## src/rtl/dss_pkg.sv

```systemverilog
// Package with the shared constants and types of the descending score sorter.
package dss_pkg;

  localparam int unsigned DSS_MAX_RECORDS = 64;
  localparam int unsigned DSS_SCORE_BITS  = 16;
  localparam int unsigned DSS_CODE_BITS   = 4;
  localparam int unsigned DSS_PAYLOAD_BITS = 32;

  typedef enum logic [1:0] {
    ST_LOAD  = 2'b01,
    ST_DRAIN = 2'b10
  } dss_state_e;

  typedef struct packed {
    logic insert;
    logic shift;
  } dss_cell_ctrl_t;

endpackage

```

## src/rtl/dss_cell.sv

```systemverilog
// One cell of the insertion chain, holding a single record in sorted position.
module dss_cell #(
  parameter int unsigned ScoreBits = dss_pkg::DSS_SCORE_BITS
) (
  input  logic                                 clk_i,
  input  logic                                 rst_ni,
  input  dss_pkg::dss_cell_ctrl_t              ctrl_i,
  input  logic signed [ScoreBits-1:0]          new_score_i,
  input  logic [dss_pkg::DSS_CODE_BITS-1:0]    new_code_i,
  input  logic [dss_pkg::DSS_PAYLOAD_BITS-1:0] new_payload_i,
  input  logic                                 prev_valid_i,
  input  logic                                 prev_keep_i,
  input  logic signed [ScoreBits-1:0]          prev_score_i,
  input  logic [dss_pkg::DSS_CODE_BITS-1:0]    prev_code_i,
  input  logic [dss_pkg::DSS_PAYLOAD_BITS-1:0] prev_payload_i,
  input  logic                                 next_valid_i,
  input  logic signed [ScoreBits-1:0]          next_score_i,
  input  logic [dss_pkg::DSS_CODE_BITS-1:0]    next_code_i,
  input  logic [dss_pkg::DSS_PAYLOAD_BITS-1:0] next_payload_i,
  output logic                                 valid_o,
  output logic                                 keep_o,
  output logic signed [ScoreBits-1:0]          score_o,
  output logic [dss_pkg::DSS_CODE_BITS-1:0]    code_o,
  output logic [dss_pkg::DSS_PAYLOAD_BITS-1:0] payload_o
);

  logic                                 valid_q, valid_d;
  logic signed [ScoreBits-1:0]          score_q, score_d;
  logic [dss_pkg::DSS_CODE_BITS-1:0]    code_q, code_d;
  logic [dss_pkg::DSS_PAYLOAD_BITS-1:0] payload_q, payload_d;

  // The held record stays put when the new record does not go strictly before it.
  assign keep_o = valid_q && ((new_score_i < score_q) ||
                              ((new_score_i == score_q) && (new_code_i >= code_q)));

  always_comb begin
    valid_d   = valid_q;
    score_d   = score_q;
    code_d    = code_q;
    payload_d = payload_q;
    if (ctrl_i.insert) begin
      if (!keep_o) begin
        valid_d = valid_q | prev_valid_i;
        if (prev_keep_i) begin
          score_d   = new_score_i;
          code_d    = new_code_i;
          payload_d = new_payload_i;
        end else begin
          score_d   = prev_score_i;
          code_d    = prev_code_i;
          payload_d = prev_payload_i;
        end
      end
    end else if (ctrl_i.shift) begin
      valid_d   = next_valid_i;
      score_d   = next_score_i;
      code_d    = next_code_i;
      payload_d = next_payload_i;
    end
  end

  always_ff @(posedge clk_i or negedge rst_ni) begin
    if (!rst_ni) begin
      valid_q <= 1'b0;
    end else begin
      valid_q <= valid_d;
    end
  end

  always_ff @(posedge clk_i) begin
    score_q   <= score_d;
    code_q    <= code_d;
    payload_q <= payload_d;
  end

  assign valid_o   = valid_q;
  assign score_o   = score_q;
  assign code_o    = code_q;
  assign payload_o = payload_q;

endmodule

```

## config.mk

```make
export PLATFORM = sky130hd
export DESIGN_NAME = dss_cell
export DESIGN_NICKNAME = d
export VERILOG_FILES = /design/src/rtl/dss_pkg.sv /design/src/rtl/dss_cell.sv
export SDC_FILE = /design/constraint.sdc
export NUM_CORES = 1
export LEC_CHECK = 0
export BUFFER_PORTS_ARGS = -buffer_cell sky130_fd_sc_hd__buf_2
export CAP_MARGIN = 20
export CORE_ASPECT_RATIO = 0.9
export CORE_MARGIN = 2
export CORE_UTILIZATION = 36
export CTS_BUF_LIST = sky130_fd_sc_hd__clkbuf_2
export CTS_CLUSTER_DIAMETER = 50
export DETAILED_ROUTE_END_ITERATION = 16
export PLACE_DENSITY = 0.68
export RECOVER_POWER = 50
export SLEW_MARGIN = 15
export SYNTH_ARGS = -nofsm -noshare
export SYNTH_HDL_FRONTEND = slang
export SYNTH_SLANG_ARGS = --single-unit
```

## constraint.sdc

```tcl
create_clock -name clk_i -period 7.85 [get_ports clk_i]
set_input_delay 0.785 -clock clk_i [delete_from_list [all_inputs] [get_ports clk_i]]
set_output_delay 0.785 -clock clk_i [all_outputs]
set_load 0.02 [all_outputs]
```

==> impl_metrics.tcl, run 1 <==
set metrics [dict create \
    grt.busiest_layer "met2" \
    dr.first_iter.drc_count 96 \
    switchingPower_uw 245 \
    violations "capacitance limit, slew limit" \
    period_needed_ns 4.19 \
    synthesis.area_um2 3230 \
    die_w_um 104 \
    clockBufferDepth 2 \
    vias 3035 \
    ys_warn_count 0 \
    hold_class "primary input to async pin" \
    cts_tree "done" \
    insertion_delay_ns 0.43 \
    multi_input_area_um2 1460 \
    relSlewSlack_pct -144 \
    rsz0062_at_grt "false" \
    row_count 32 \
    sequentialPowerShare_pct 51.7 \
    cts_resized 0 \
    htreeDepth 2 \
    cts_root_buffer "clkbuf_2" \
    hold_viol 0 \
    slew_viol_final 146 \
    finClkSkew_ns 0.0340 \
    power_frac_comb_pct 33.6 \
    antenna_found_initial 0 \
    post_cts_buffers 0 \
    start_util_pct 37.4 \
    synth_top_area_cell "edfxtp_1" \
    ctsHoldBuffers 0 \
    cp_data_required_time_ns 7.87 \
    grt_pass1_vias 2908 \
    routabilityCongestion 0.905 \
    gr-usage-all-layers_pct 17.3 \
    dp.cells 627 \
    cp-start-kind "primary input" \
    synth_top_area_share_pct 48.3 \
    cts_sinks 53 \
    setup_tns_ns 0 \
    grt_start_max_net_pins 93 \
    grt-ovfl-total 0 \
    synth_area_per_cell_um2 10.5 \
    viasPerCell 4.78 \
    drv_cap 2 \
    seq_area_um2 1590 \
    r2r_slack_ns 5.26 \
    cp-end-kind "flop" \
    ys_types 26 \
    regToRegStartpoint "score_o[11]" \
    grt_pass1_wl_um 13500 \
    status "complete, but fails checks" \
    dr.pass1.iters 6 \
    place_hpwl_um 6870 \
    fin_crit_sh_pct 53.4 \
    peakVddDrop_uv 65.0 \
    core-area_um2 8650 \
    synthFlopType "edfxtp_1" \
    max_freq_mhz 239 \
    numCtsBuffers 5 \
    grtUsageMet2_pct 33.1 \
    cp_max_fo 92 \
    drc 0 \
    stdcell_count 635 \
    syn_nets 490 \
    synthToLayoutAreaGrowth_pct 35.9 \
    diodes 0 \
    seq_area_frac_synth_pct 49.1 \
    synth-async-reset-ratio_pct 1.89 \
    portBuffers 216 \
    p_per_area_nw_per_um2 164 \
    postRouteAntennaNets 0 \
    fillers 848 \
    gr-usage-met1_pct 18.7 \
    worstPathArrival_ns 4.21 \
    p_sw_share_pct 33.9 \
    final_nets 698 \
    worstMarginPinSlew_ns 3.66 \
    drive_gt1_share_pct 39.3 \
    power.internal_uw 478 \
    r2r-end "payload_o[4]" \
    reg2reg_depth 8 \
    yosys-top-cells-area "edfxtp_1 (48%), mux2i_1 (16%), a21oi_1 (9.6%)" \
    crit_type "primary input to flop" \
    dieArea_um2 9760 \
    clockPowerShare_pct 14.7 \
    synth_seq_cells 53 \
    leakage_nw 2.18 \
    wl_per_cell_um 13.8 \
    synth_edf_count 52 \
    routed_wl_um 8730 \
    setup_viol 0 \
    syn-instance-count 307 \
    clk_pin_slew_ns 0.23 \
    ios 217 \
    die_height_um 93.9 \
    met3_usage_pct 5.41 \
]
area by class of cell:
class / instances / area share (%)
Timing Repair Buffer: 219 / 24.2
Clock buffer: 5 / 0.569
Multi-Input combinational cell: 212 / 33.3
Tap cell: 119 / 3.39
Inverter: 24 / 2.05
Clock inverter: 3 / 0.399
Sequential cell: 53 / 36.1
critical path, stage by stage:
cell and delay [ns]:
clkbuf_1 0.54, clkbuf_1 2.48, a21oi_1 0.30
state kept, by name (all words and copies together) (netlist names):
signal,count
score_o,16
code_o,4
payload_o,32
valid_o,1
cells in the final DEF (no fill, tap or decap), drive strengths merged, types with 2 or more instances in the layout:
master	count
buf	190
a21oi	62
nor2	54
mux2i	52
edfxtp	52
clkbuf	34
inv	24
ha	20
nand2	3
o21ai	3
a211oi	3
clkinv	3
and4	2
nand4	2
a21o	2
or2b	2
synthesized netlist by cell type, types with 2 or more instances:
master,n
clkbuf_1,7
o21ai_0,2
a21o_1,2
and4_4,2
edfxtp_1,52
or2b_1,2
buf_4,5
inv_1,24
mux2i_1,52
a21oi_1,62
a211oi_1,2
ha_1,20
nand4_1,2
nor2_1,54
nand2_1,3
buf_2,6
through the flow:
stage	setup slack [ns]	total power [mW]	utilization, %	hold slack (ns)	cell area (um2)
2_1_floorplan	4.46	0.523	-	0.489	3230
4_1_cts	4.89	0.731	51.3	0.0526	4440
3_3_place_gp	4.90	0.618	50.8	0.559	4400
6_report	3.66	0.722	50.8	0.102	4390
3_5_place_dp	4.81	0.624	50.8	0.561	4400
5_1_grt	3.23	0.768	50.8	0.0244	4390
metal layers:
metal,part of all wire (%),wire (um),vias up
met3,8.4,733,6
met1,40,3450,1369
met4,0.90,79,0
met5,0,0,-
met2,51,4470,134
li1,-,-,1526
power by group through the flow:
stage	Clock, mW	Combinational (mW)	Sequential (mW)
after floorplan	0	0.0954	0.427
after global placement	0	0.239	0.379
after detailed placement	0	0.244	0.380
after CTS	0.112	0.245	0.373
after global routing	0.123	0.267	0.378
final	0.106	0.243	0.374
how the worst max path moves through the flow:
stage / from / endpoint / depth (start not counted)
2_1_floorplan: new_score_i[11] / code_o[0] / 6
3_3_place_gp: new_score_i[11] / payload_o[12] / 8
3_5_place_dp: new_score_i[11] / payload_o[18] / 8
4_1_cts: score_o[11] / keep_o / 8
5_1_grt: ctrl_i[1] / score_o[6] / 3
6_report: ctrl_i[1] / score_o[5] / 3
cells by family after synthesis:
group	share of synthesized area [%]
AOI/OAI and AO/OA	12.1
and+or+nand+nor	8.97
muxes	16.4
DFF	49.1
buffers and inverters	5.69
adders and majority gates	7.74
(Power assumes the default switching activity.)
==> run 2, diff against run 1 <==
Clock period 7.85 ns to 4.1 ns, I/O delays scaled along.
==> run 2 against run 1 <==
The flow still finishes with violations (capacitance limit, slew limit). Design area is 0.71% lower. Count of clock-buffer cells in the layout is 1 higher. Clock power is 81% higher. Cell count stayed put. Routed wire length is 1.6% higher. Largest cell class unchanged. Utilization is 0.36 points lower. Register-to-register slack worse by 3.7 ns. Via count is 0.56% lower. Flip-flop and latch count stayed put. Clock skew is 0.018 ns lower.
==> impl_metrics.tcl, run 2 (synthesis results as in run 1) <==
set metrics [dict create \
    status "complete, but fails checks" \
    violations "capacitance limit, slew limit" \
    place_ws_ns 1.45 \
    slew_viol_final 125 \
    hold_class "primary input to flop" \
    row_count 32 \
    worstMarginPinSlew_ns 2.38 \
    worst_slack_ns 1.08 \
    drc 0 \
    rsz0062_at_grt "false" \
    cp-end-kind "flop" \
    routed_wl_um 8870 \
    hold_viol 0 \
    reg2reg_depth 8 \
    ios 217 \
    start_util_pct 37.4 \
    dieArea_um2 9760 \
    die_w_um 104 \
    layout_common_cells "buf_2 (162), a21oi_1 (62), clkbuf_1 (55), nor2_1 (54)" \
    gr-usage-all-layers_pct 18.0 \
    leakage_nw 2.12 \
    sequentialPowerShare_pct 52.7 \
    max_freq_mhz 331 \
    portBuffers 216 \
    antenna_found_initial 1 \
    die_height_um 93.9 \
    final_common_cell "buf_2" \
    postRouteAntennaNets 0 \
    grt_pass1_vias 2942 \
    numCtsBuffers 5 \
    cts_root_buffer "clkbuf_2" \
    drv_cap 2 \
    cts_tree "done" \
    grt_start_max_net_pins 92 \
    htreeDepth 2 \
    p_per_area_nw_per_um2 311 \
    clockPowerShare_pct 14.2 \
    power_frac_comb_pct 33.1 \
    place_hpwl_um 7060 \
    final_nets 699 \
    relSlewSlack_pct -58.6 \
    worstPathArrival_ns 3.16 \
    startpoint "prev_keep_i" \
    r2r_slack_ns 1.59 \
    wl_per_cell_um 14.0 \
    clockBufferDepth 2 \
    setup_tns_ns 0 \
    crit_type "primary input to flop" \
    grt-ovfl-total 0 \
    regToRegStartpoint "score_o[11]" \
    drive_gt1_share_pct 34.1 \
    p_sw_share_pct 33.8 \
    grt_pass1_wl_um 13900 \
    power.internal_uw 898 \
    synthToLayoutAreaGrowth_pct 34.9 \
    core-area_um2 8650 \
    peakVddDrop_uv 120 \
    clk_pin_slew_ns 0.23 \
    cts_resized 0 \
    setup_viol 0 \
    vias 3018 \
    cp_data_required_time_ns 4.23 \
    fin_crit_sh_pct 73.7 \
    switchingPower_uw 458 \
    period_needed_ns 3.02 \
    routabilityCongestion 0.888 \
    dr.pass1.iters 4 \
    viasPerCell 4.75 \
    dr.first_iter.drc_count 102 \
    cp_max_fo 32 \
    largest_reg_flops 32 \
    insertion_delay_ns 0.41 \
    cts_sinks 53 \
    finClkSkew_ns 0.0164 \
    cp-start-kind "primary input" \
    r2r-end "code_o[1]" \
    setup.worst_path.end "score_o[12]" \
    diodes 0 \
]
==> run 2: changes by cell type in the layout (fill, tap and decap cells not counted) <==
| cell | delta |
|---|---|
| clkinv_2 | -1 |
| dlygate4sd3_1 | +1 |
| buf_2 | -27 |
| clkinv_4 | -1 |
| clkbuf_1 | +26 |
| clkbuf_2 | +2 |
==> run 2: metrics by stage <==
step | power (mW) | cell area [um2] | hold WS [ns] | utilization (%) | std cells
3_3_place_gp | 1.18 | 4400 | 0.185 | 50.8 | 627
5_1_grt | 1.45 | 4360 | 0.206 | 50.4 | 635
2_1_floorplan | 1.00 | 3230 | 0.114 | - | 307
3_5_place_dp | 1.20 | 4400 | 0.187 | 50.8 | 627
4_1_cts | 1.39 | 4440 | 0.213 | 51.3 | 635
6_report | 1.36 | 4360 | 0.248 | 50.4 | 635
==> run 2: power groups by stage <==
stage | Sequential, mW | Clock (mW) | Combinational [mW]
global placement | 0.723 | 0 | 0.459
finish | 0.716 | 0.192 | 0.449
detailed placement | 0.726 | 0 | 0.470
floorplan | 0.818 | 0 | 0.183
CTS | 0.714 | 0.208 | 0.472
global route | 0.724 | 0.224 | 0.499
==> run 2: repair_timing <==
item | 4_1_cts | 5_1_grt
setup endpoints to repair | 0 | 0
hold buffers | 1 | 0
setup buffers | 0 | 0
endpoints found under the hold margin | 1 | 0
==> run 2: metal layers <==
| metal | track usage [%] | up-vias | part of all wire [%] |
|---|---|---|---|
| li1 | - | 1524 | - |
| met1 | 20.3 | 1347 | 39 |
| met2 | 33.1 | 137 | 51 |
| met3 | 5.55 | 8 | 9.0 |
| met4 | 4.95 | 2 | 0.71 |
| met5 | 0 | - | 0.15 |
==> run 2: how the worst min path moves through the flow <==
stage                       from       to  slack, ns  cells past startpoint
floorplan                 rst_ni  valid_o       0.11                      0
global placement          rst_ni  valid_o       0.18                      1
detailed placement        rst_ni  valid_o       0.19                      1
CTS                 prev_valid_i  valid_o       0.21                      3
global route              rst_ni  valid_o       0.21                      2
finish              prev_valid_i  valid_o       0.25                      3
==> run 2: final cells by class <==
cell class                 instances  area [um2]
timing repair buffer             220        1040
fill                             896        4290
inverter                          24        90.1
clock inverter                     1        3.75
multi-input combinational        212        1460
tap                              119         149
clock buffer                       6        30.0
sequential                        53        1590
==> run 2: worst max-delay path, cell delays in order <==
cell	delay [ns]
buf_2	0.48
clkbuf_1	1.75
mux2i_1	0.38
a21oi_1	0.11
==> run 3, diff against run 2 <==
Settings changed: ABC_AREA from default to 1.
Clock period 4.1 ns to 3.05 ns, I/O delays scaled along.
==> run 3 against run 2 <==
The flow still finishes with violations (capacitance limit, slew limit). Utilization is 1.1 points higher. Design area up 2.6%. Cell count increased by 14%. Worst setup slack worse by 0.48 ns. Synthesized area grew 0.77%. Count of clock-buffer cells in the layout is the same. Flip-flop and latch count stayed put. Via count grew 17%. Clock power rose by 95%. Global-route usage increased by 1.8 points. Worst hold slack worse by 0.14 ns. Highest routed layer is now met4.
==> impl_metrics.tcl, run 3 <==
set metrics [dict create \
    synth_seq_cells 53 \
    yosys-top-cells-area "edfxtp_1 (48%), o21ai_0 (14%), nand2_1 (9.0%)" \
    ctsHoldBuffers 1 \
    synth_top_area_share_pct 47.9 \
    synthMuxAreaShare_pct 0 \
    peakVddDrop_uv 196 \
    grt_start_max_net_pins 54 \
    synth_edf_count 52 \
    place_hpwl_um 7650 \
    relSlewSlack_pct -10.4 \
    placed_area_um2 4430 \
    cp-end-kind "primary output" \
    final_common_cell "buf_2" \
    post_cts_buffers 0 \
    cp_data_required_time_ns 2.74 \
    status "complete, but fails checks" \
    violations "capacitance limit, slew limit" \
    synth-compound-area-share_pct 18.3 \
    leakage_nw 2.20 \
    syn-instance-count 399 \
    synth_most_common_cell "o21ai_0" \
    synth_top_family_by_area "simple AND/OR/NAND/NOR gates" \
    ys_warn_count 0 \
    routabilityCongestion 0.795 \
    core-area_um2 8690 \
    p_per_area_nw_per_um2 438 \
    dieArea_um2 9830 \
    viasPerCell 4.85 \
    syn_nets 582 \
    synth_area_per_cell_um2 8.17 \
    yosys.area_share.simple_pct 18.6 \
    hold_viol 0 \
    sequentialPowerShare_pct 48.9 \
    slew_viol_final 54 \
    clockBufferDepth 2 \
    worstPathArrival_ns 2.15 \
    seq_area_frac_synth_pct 48.7 \
    clk_pin_slew_ns 0.28 \
    row_count 32 \
    portBuffers 216 \
    period_needed_ns 2.45 \
    cts_tree "done" \
    worstMarginPinSlew_ns 1.65 \
    numCtsBuffers 5 \
    ys_types 22 \
    grt_pass1_wl_um 15400 \
    cts_sinks 53 \
    die_height_um 94.3 \
    drc 0 \
    diodes 0 \
    power_frac_comb_pct 32.0 \
    r2r_slack_ns 0.78 \
    cts_resized 0 \
    gr-usage-all-layers_pct 19.8 \
    die_w_um 104 \
    synth-async-reset-ratio_pct 1.89 \
    cp-start-kind "flop" \
    dr.first_iter.drc_count 176 \
    antenna_found_initial 0 \
    dp.cells 717 \
    hold_slack_ns 0.105 \
    vias 3523 \
    synth_top_area_cell "edfxtp_1" \
    synthToLayoutAreaGrowth_pct 37.4 \
    stdcell_count 726 \
    switchingPower_uw 669 \
    power_mw 1.96 \
    wl_per_cell_um 13.7 \
    grt_pass1_vias 3253 \
    drv_cap 1 \
    drive_gt1_share_pct 34.8 \
    insertion_delay_ns 0.45 \
    final_nets 789 \
    synthesis.area_um2 3260 \
    synth_common_cells "o21ai_0 (88), nand2_1 (78), nor2_1 (61)" \
    final_area_um2 4480 \
    synth_xor_area_share_pct 0 \
    htreeDepth 2 \
    layout_common_cells "buf_2 (188), o21ai_0 (107), nand2_1 (78), nor2_1 (61), edfxtp_1 (52)" \
    cts_root_buffer "clkbuf_2" \
    power.internal_mw 1.29 \
    rsz0062_at_grt "false" \
    setup_tns_ns 0 \
    cp_max_fo 3 \
    max_freq_mhz 408 \
    crit_type "flop to primary output" \
    grt-ovfl-total 0 \
    clockPowerShare_pct 19.1 \
    largest_reg_flops 32 \
    start_util_pct 37.5 \
    dr.pass1.iters 4 \
    fin_crit_sh_pct 80.3 \
    synthAdderAreaFrac_pct 7.68 \
    p_sw_share_pct 34.1 \
    routed_wl_um 9960 \
    setup_viol 0 \
    ios 217 \
    postRouteAntennaNets 0 \
    hold_class "primary input to flop" \
    synthFlopType "edfxtp_1" \
    finClkSkew_ns 0.0227 \
]
-- run 3: cell types whose count changed after synthesis, sizes merged, moves of 2 or more --
cell | previous run | this run
inv | 24 | 34
and4 | 2 | 0
o21bai | 0 | 2
a21oi | 62 | 7
nand2 | 3 | 83
buf | 11 | 1
a211oi | 3 | 0
or2b | 2 | 0
o21ai | 3 | 108
nand4 | 2 | 0
mux2i | 52 | 0
nand3 | 0 | 4
nor2 | 54 | 63
clkbuf | 7 | 20
-- run 3: cell type report --
cell class | instances | area (um2)
inverter | 35 | 131
fill | 882 | 4210
tap | 119 | 149
clock buffer | 6 | 30.0
multi-input combinational | 290 | 1460
sequential | 53 | 1590
timing repair buffer | 221 | 1090
clock inverter | 2 | 38.8
-- run 3: cells by family after synthesis --
logic type / count (synthesis)
AND/OR/NAND/NOR: 152
AO/OA/AOI/OAI: 118
buffers and inverters: 56
flip-flops: 53
adder cells (fa/ha/maj): 20
-- run 3: power groups by stage --
stage | combinational [mW] | clock (mW) | sequential [mW]
global route | 0.704 | 0.413 | 0.972
CTS | 0.652 | 0.389 | 0.959
detailed placement | 0.649 | 0 | 0.976
global placement | 0.635 | 0 | 0.972
finish | 0.629 | 0.374 | 0.960
floorplan | 0.246 | 0 | 1.10
-- run 3: final timing paths --
path / end / cells after the start / startpoint
min in group asynchronous: valid_o / 2 / rst_ni
max in group asynchronous: valid_o / 2 / rst_ni
worst min register to register: valid_o / 2 / valid_o
worst min-delay path: code_o[3] / 3 / next_code_i[3]
worst max-delay path: keep_o / 13 / score_o[15]
worst max register to register: payload_o[13] / 13 / score_o[7]
-- run 3: per-layer routing --
layer | vias up | GRT usage, % | share of wire [%]
li1 | 1752 | - | -
met1 | 1575 | 23.0 | 41
met2 | 179 | 34.7 | 48
met3 | 17 | 6.17 | 9.2
met4 | 0 | 6.76 | 1.9
met5 | - | 0 | 0
-- run 3: through the flow --
| step | worst slack (ns) | util, % |
|---|---|---|
| after floorplan | 0.120 | - |
| after global routing | 0.341 | 51.5 |
| final | 0.600 | 51.5 |
| after global placement | 0.805 | 51.0 |
| after detailed placement | 0.743 | 51.0 |
| after CTS | 0.559 | 51.9 |
-- run 3: worst max-delay path, stage by stage, from the launching register on --
cell and delay (ns):
edfxtp_1 0.43, inv_1 0.05, ha_1 0.32, nand2_2 0.09, nor2_4 0.12, nand2_2 0.07
nor2_2 0.07, nand2_1 0.05, nor2_1 0.10, a21oi_1 0.04, nand2_1 0.09, nand2_1 0.05
inv_1 0.05, buf_2 0.17
